## config.mk

```make
export PLATFORM = sky130hd
export DESIGN_NAME = ptw_ctrl
export DESIGN_NICKNAME = d
export VERILOG_FILES = /design/src/design/ptw_pkg.sv /design/src/design/ptw_ctrl.sv
export SDC_FILE = /design/constraint.sdc
export NUM_CORES = 1
export LEC_CHECK = 0
export ABC_AREA = 1
export BUFFER_PORTS_ARGS = -buffer_cell sky130_fd_sc_hd__buf_4
export CORE_AREA = 5 5 42 44
export CTS_CLUSTER_DIAMETER = 120
export DETAILED_ROUTE_END_ITERATION = 8
export DIE_AREA = 0 0 47 49
export GPL_ROUTABILITY_DRIVEN = 0
export PLACE_DENSITY_LB_ADDON = 0.2
export SLEW_MARGIN = 15
export SYNTH_ARGS = -nofsm -noshare
export SYNTH_HDL_FRONTEND = slang
export SYNTH_SLANG_ARGS = --single-unit
```

## constraint.sdc

```tcl
create_clock -name clk -period 1.25 [get_ports clk]
set_input_delay 0.25 -clock clk [delete_from_list [all_inputs] [get_ports clk]]
set_output_delay 0.25 -clock clk [all_outputs]
set_load 0.02 [all_outputs]
```

## src/design/ptw_pkg.sv

```systemverilog
// ----------------------------------------------------------------------------
// ptw_pkg
// Shared types, constants and codes for the four-level page-table walker.
// ----------------------------------------------------------------------------
package ptw_pkg;

    // default number of 4 KiB table pages held in table memory
    localparam int TABLE_PAGES_DEF = 64;

    localparam int ENTRY_W   = 64;
    localparam int IDX_W     = 9;
    localparam int ENTRIES   = 512;
    localparam int VA_W      = 48;
    localparam int PA_W      = 52;
    localparam int FLAGS_W   = 12;
    localparam int PAGE_SH   = 12;
    localparam int LINK_W    = PA_W - PAGE_SH;
    localparam int CFG_W     = 6;
    localparam int CFG_IDX_W = 2;

    // index field positions, top level first
    localparam int SHIFT_L0 = 39;
    localparam int SHIFT_L1 = 30;
    localparam int SHIFT_L2 = 21;
    localparam int SHIFT_L3 = 12;

    localparam logic [ENTRY_W-1:0] FRAME_MASK = 64'h000F_FFFF_FFFF_F000;
    localparam logic [ENTRY_W-1:0] LINK_FLAGS = 64'h7;
    localparam logic [ENTRY_W-1:0] PRESENT    = 64'h1;

    localparam logic [1:0] LEAF_LEVEL = 2'd3;

    // operation codes
    localparam logic [1:0] MODE_LOOKUP = 2'd0;
    localparam logic [1:0] MODE_MAP    = 2'd1;
    localparam logic [1:0] MODE_UNMAP  = 2'd2;

    // configuration register indexes
    localparam logic [CFG_IDX_W-1:0] CFG_ROOT = 2'd0;
    localparam logic [CFG_IDX_W-1:0] CFG_POOL = 2'd1;

    typedef enum logic [1:0] {
        STATUS_OK       = 2'd0,
        STATUS_UNMAPPED = 2'd1,
        STATUS_NOPAGES  = 2'd2
    } ptw_status_t;

    typedef enum logic [2:0] {
        ST_CLEAR,
        ST_IDLE,
        ST_READ,
        ST_EVAL,
        ST_PGCLR,
        ST_LINK,
        ST_DONE
    } ptw_state_t;

    // controller -> datapath
    typedef struct packed {
        logic        accept;     // latch request, start at root
        logic        rd_issue;   // read entry at current page/level
        logic        follow;     // take link from entry, next level
        logic        alloc;      // grab next free page
        logic        clr_wr;     // write zero at clear address
        logic        clr_full;   // clear address is the whole store
        logic        link_wr;    // link new page into current entry
        logic        leaf_wr;    // map or unmap write at leaf
        logic        res_load;
        ptw_status_t res_status;
        logic        res_frame;  // result carries the leaf frame
        logic        out_load;
    } ptw_cmd_t;

    // datapath -> controller
    typedef struct packed {
        logic page_bad;
        logic present;
        logic last_level;
        logic is_map;
        logic is_unmap;
        logic pool_empty;
        logic clr_last_full;
        logic clr_last_page;
    } ptw_stat_t;

endpackage

```

## src/design/ptw_ctrl.sv

```systemverilog
// ----------------------------------------------------------------------------
// ptw_ctrl
// Walk sequencer: reset clear, per-level read/evaluate, table creation,
// result hand-off to the output register.
// ----------------------------------------------------------------------------
module ptw_ctrl (
    input  logic               clk,
    input  logic               rst_n,
    input  logic               in_valid,
    output logic               in_ready,
    output logic               out_valid,
    input  logic               out_ready,
    input  ptw_pkg::ptw_stat_t stat,
    output ptw_pkg::ptw_cmd_t  cmd
);

    ptw_pkg::ptw_state_t state_reg;
    ptw_pkg::ptw_state_t state_next;
    logic                out_valid_reg;
    logic                out_valid_next;

    always_ff @(posedge clk or negedge rst_n)
    begin
        if (!rst_n)
        begin
            state_reg     <= ptw_pkg::ST_CLEAR;
            out_valid_reg <= 1'b0;
        end
        else
        begin
            state_reg     <= state_next;
            out_valid_reg <= out_valid_next;
        end
    end

    always_comb
    begin
        state_next     = state_reg;
        cmd            = '0;
        cmd.res_status = ptw_pkg::STATUS_OK;
        in_ready       = 1'b0;

        case (state_reg)
            ptw_pkg::ST_CLEAR:
            begin
                cmd.clr_wr   = 1'b1;
                cmd.clr_full = 1'b1;
                if (stat.clr_last_full)
                begin
                    state_next = ptw_pkg::ST_IDLE;
                end
            end
            ptw_pkg::ST_IDLE:
            begin
                in_ready   = 1'b1;
                cmd.accept = in_valid;
                if (in_valid)
                begin
                    state_next = ptw_pkg::ST_READ;
                end
            end
            ptw_pkg::ST_READ:
            begin
                if (stat.page_bad)
                begin
                    cmd.res_load   = 1'b1;
                    cmd.res_status = ptw_pkg::STATUS_UNMAPPED;
                    state_next     = ptw_pkg::ST_DONE;
                end
                else
                begin
                    cmd.rd_issue = 1'b1;
                    state_next   = ptw_pkg::ST_EVAL;
                end
            end
            ptw_pkg::ST_EVAL:
            begin
                if (stat.last_level)
                begin
                    cmd.res_load = 1'b1;
                    state_next   = ptw_pkg::ST_DONE;
                    if (stat.is_map)
                    begin
                        cmd.leaf_wr = 1'b1;
                    end
                    else if (!stat.present)
                    begin
                        cmd.res_status = ptw_pkg::STATUS_UNMAPPED;
                    end
                    else if (stat.is_unmap)
                    begin
                        cmd.leaf_wr = 1'b1;
                    end
                    else
                    begin
                        cmd.res_frame = 1'b1;
                    end
                end
                else if (stat.present)
                begin
                    cmd.follow = 1'b1;
                    state_next = ptw_pkg::ST_READ;
                end
                else if (!stat.is_map)
                begin
                    cmd.res_load   = 1'b1;
                    cmd.res_status = ptw_pkg::STATUS_UNMAPPED;
                    state_next     = ptw_pkg::ST_DONE;
                end
                else if (stat.pool_empty)
                begin
                    cmd.res_load   = 1'b1;
                    cmd.res_status = ptw_pkg::STATUS_NOPAGES;
                    state_next     = ptw_pkg::ST_DONE;
                end
                else
                begin
                    cmd.alloc  = 1'b1;
                    state_next = ptw_pkg::ST_PGCLR;
                end
            end
            ptw_pkg::ST_PGCLR:
            begin
                cmd.clr_wr = 1'b1;
                if (stat.clr_last_page)
                begin
                    state_next = ptw_pkg::ST_LINK;
                end
            end
            ptw_pkg::ST_LINK:
            begin
                cmd.link_wr = 1'b1;
                state_next  = ptw_pkg::ST_READ;
            end
            ptw_pkg::ST_DONE:
            begin
                if (!out_valid_reg || out_ready)
                begin
                    cmd.out_load = 1'b1;
                    state_next   = ptw_pkg::ST_IDLE;
                end
            end
            default:
            begin
                state_next = ptw_pkg::ST_IDLE;
            end
        endcase
    end

    always_comb
    begin
        out_valid_next = out_valid_reg;
        if (cmd.out_load)
        begin
            out_valid_next = 1'b1;
        end
        else if (out_ready)
        begin
            out_valid_next = 1'b0;
        end
    end

    assign out_valid = out_valid_reg;

    a_clear_once: assert property (@(posedge clk) disable iff (!rst_n)
        state_reg != ptw_pkg::ST_CLEAR |=> state_reg != ptw_pkg::ST_CLEAR)
        else $error("reset clear pass entered again");

    a_pgclr_to_link: assert property (@(posedge clk) disable iff (!rst_n)
        state_reg == ptw_pkg::ST_LINK |-> $past(state_reg) == ptw_pkg::ST_PGCLR)
        else $error("link written without a page clear");

endmodule

```

==> out/metrics.csv <==
stage,metric,value,unit
global_route,GRT Max-Usage Layer,met2,
pwr,P_sw,865,uW
die,core area,1400,um^2
min_path,hold path cells,4,
worst_setup_path,Critical Path RT,1.00,ns
yosys,cells after synthesis,77,
timing,fin crit share,126,%
cells_and_area,Non-Filler Instances,132,
placement,dpl ws,-0.107,ns
worst_setup_path,path type of the worst setup path,register to primary output,
clock_network,total CTS buffers,3,
timing,RSZ-0062 raised after global routing,true,
pwr,leakage,0.000473,uW
global_route,GRT Total Usage,11.7,%
cells_and_area,share of cells above drive strength 1,57.8,%
status,failing checks,setup timing,
pwr,switching share of total power,48.6,%
yosys,Mapped Area,428,um^2
global_route,met2 usage,19.0,%
worst_setup_path,Crit. End Element,primary output,
cells_and_area,nets,130,
clock_network,Worst-Skew Late Latency,0.23,ns
global_route,initial antenna violation count,0,
clock_network,clock root buffer,clkbuf_4,
global_route,vias in the first global route,541,
cells_and_area,max reg flops,3,
global_route,GR Layer Usage met3,2.95,%
die,Die Y,49,um
clock_network,CTS H-tree depth,1,
cells_and_area,"commonest non-fill, non-tap cell in the layout",buf_4,
timing,Final setup violation count,17,
yosys,Post-Synthesis Net Count,89,
cells_and_area,Synth-to-Final Area Change,102,%
placement,Port Buffer Count,26,
cells_and_area,fill cell count,148,
run,max-cap check violation count,0,
cells_and_area,most frequent cells in the layout,"buf_4, nand2_1, inv_1",
yosys,Synth Warn #,0,
die,width of the die,47,um
route,DR pass1 iterations,4,
cells_and_area,# diodes,0,
pwr,Max VDD drop,0.951,mV
pwr,Int Pwr,914,uW
pwr,Logic pwr share,76.2,%
timing,slew margin rel.,83.4,%
cells_and_area,multi-input logic area,339,um^2
timing,fin crit period,1.57,ns
global_route,first-pass GRT wire length,2.04,mm
die,Die Footprint,2300,um^2
timing,Max Freq,637,MHz
route,Wirelength per Cell,9.78,um
yosys,Synth cell types,17,
route,Antenna Violating Nets Remaining,0,
route,Vias,570,
route,drt initial violations,2,
worst_setup_path,Critical Path AT,1.32,ns
pwr,clock power share,8.6,%
worst_setup_path,crit-path max FO,5,
die,I/O pin count,27,
worst_setup_path,crit start category,register,
placement,Post-DP HPWL,1.02,mm
worst_setup_path,Reg2Reg Depth,10,
status,status,"finished, violations left",
die,Initial Util,30.5,%
placement,Cells after DPL,124,
global_route,Global Route met1 Usage,14.2,%
clock_network,CTS tree,yes,
yosys,Yosys reg bits,4,
clock_network,Bufs on Longest Clock Path,2,
clock_network,Worst-path clk slew,0.03,ns
pwr,Power Density,2060,nW/um^2
die,# rows,14,
timing,setup ws final,-0.320,ns
timing,Clock Skew,0.000496,ns
pwr,sequential share of power,15.2,%
pwr,Power Total,1780,uW
yosys,Mean Syn Cell Area,5.56,um^2
min_path,Min-Delay Path Class,input port to register,
global_route,total gr overflow,0,
timing,final hold slack,0.323,ns
cells_and_area,register area,103,um^2
route,# DRC,0,
route,via/cell ratio,4.32,
global_route,largest net degree at the start of global routing,7,
route,Routed WL,1.29,mm
yosys,"Seq/Total Area, Yosys",23.4,%
clock_network,clock sink total,4,
timing,Slew @ Worst Pin,0.247,ns
timing,Final Hold Vio Count,0,
timing,Max Transition Viols Final,0,
## Yosys cell counts
| library cell | count | area, um^2 |
|---|---|---|
| a21oi_1 | 2 | 10.0 |
| buf_4 | 1 | 7.51 |
| buf_6 | 1 | 11.3 |
| dfrtp_1 | 4 | 100 |
| inv_1 | 16 | 60.1 |
| inv_2 | 2 | 7.51 |
| nand2_1 | 22 | 82.6 |
| nand3_1 | 6 | 30.0 |
| nand3b_1 | 1 | 7.51 |
| nor2_1 | 10 | 37.5 |
| nor2_2 | 2 | 12.5 |
| nor3_1 | 4 | 20.0 |
| nor4_1 | 1 | 6.26 |
| o21ai_0 | 2 | 10.0 |
| o22ai_1 | 1 | 6.26 |
| o31ai_2 | 1 | 12.5 |
| or2_1 | 1 | 6.26 |
## cells by family (layout without fill, tap and decap cells)
logic type             Yosys count  in the layout  share of synthesized area, %
AND/OR/NAND/NOR                 47             47                          47.4
flip-flops                       4              4                          23.4
AO/OA/AOI/OAI                    6              6                          9.06
buffers and inverters           20             59                          20.2
## routing by layer
metal	wire length, um	share of wire [%]	up-vias
met1	544	42	239
met2	642	50	15
li1	-	-	316
met3	104	8.1	0
met4	0	0	0
met5	0	0	-
## layout make-up
class	instances	area share [%]
repair buffers	38	35.9
multi-input cells	53	39.2
well taps	16	2.32
inverters	18	8.10
clock buffers	3	2.60
flip-flops and latches	4	11.9
## path summary, 6_finish.rpt
kind                                 to  slack, ns          from
setup / recovery                cmd[11]      -0.32  state_reg[2]
min in group asynchronous  state_reg[1]       0.35         rst_n
hold reg to reg               out_valid       0.56     out_valid
max in group asynchronous  state_reg[2]       0.79         rst_n
hold / removal                out_valid       0.32     out_ready
setup reg to reg           state_reg[1]      -0.08  state_reg[2]
## stage by stage
step                cell area, um^2  TNS (ns)  util [%]
global placement                743    -0.375      53.0
CTS                             808     -3.17      57.7
detailed placement              743    -0.424      53.0
global route                    865     -4.49      61.7
floorplan                       494  -0.00854         -
finish                          865     -3.08      61.7
## what timing repair did
action / 4_1_cts / 5_1_grt
pin swaps: 6 / 5
resized for setup: 9 / 13
endpoints found under the hold margin: 4 / 0
setup endpoints to repair: 17 / 17
setup buffers: 1 / 3
hold buffers: 1 / 0
cloned: 0 / 0
## power by group through the flow
stage	Sequential (uW)	Clock, uW	Combinational (uW)
after floorplan	247	0	722
after global placement	256	0	1130
after detailed placement	262	0	1140
after CTS	269	160	1180
after global routing	279	172	1490
final	271	152	1360
## worst max-delay path, cell delays in order, from the launching register on
cell and delay, ns:
dfrtp_2 0.45, nor2_4 0.15, nand2_2 0.06, or2_1 0.26
inv_2 0.06, buf_6 0.11
Power figures use the tool's default switching activity.
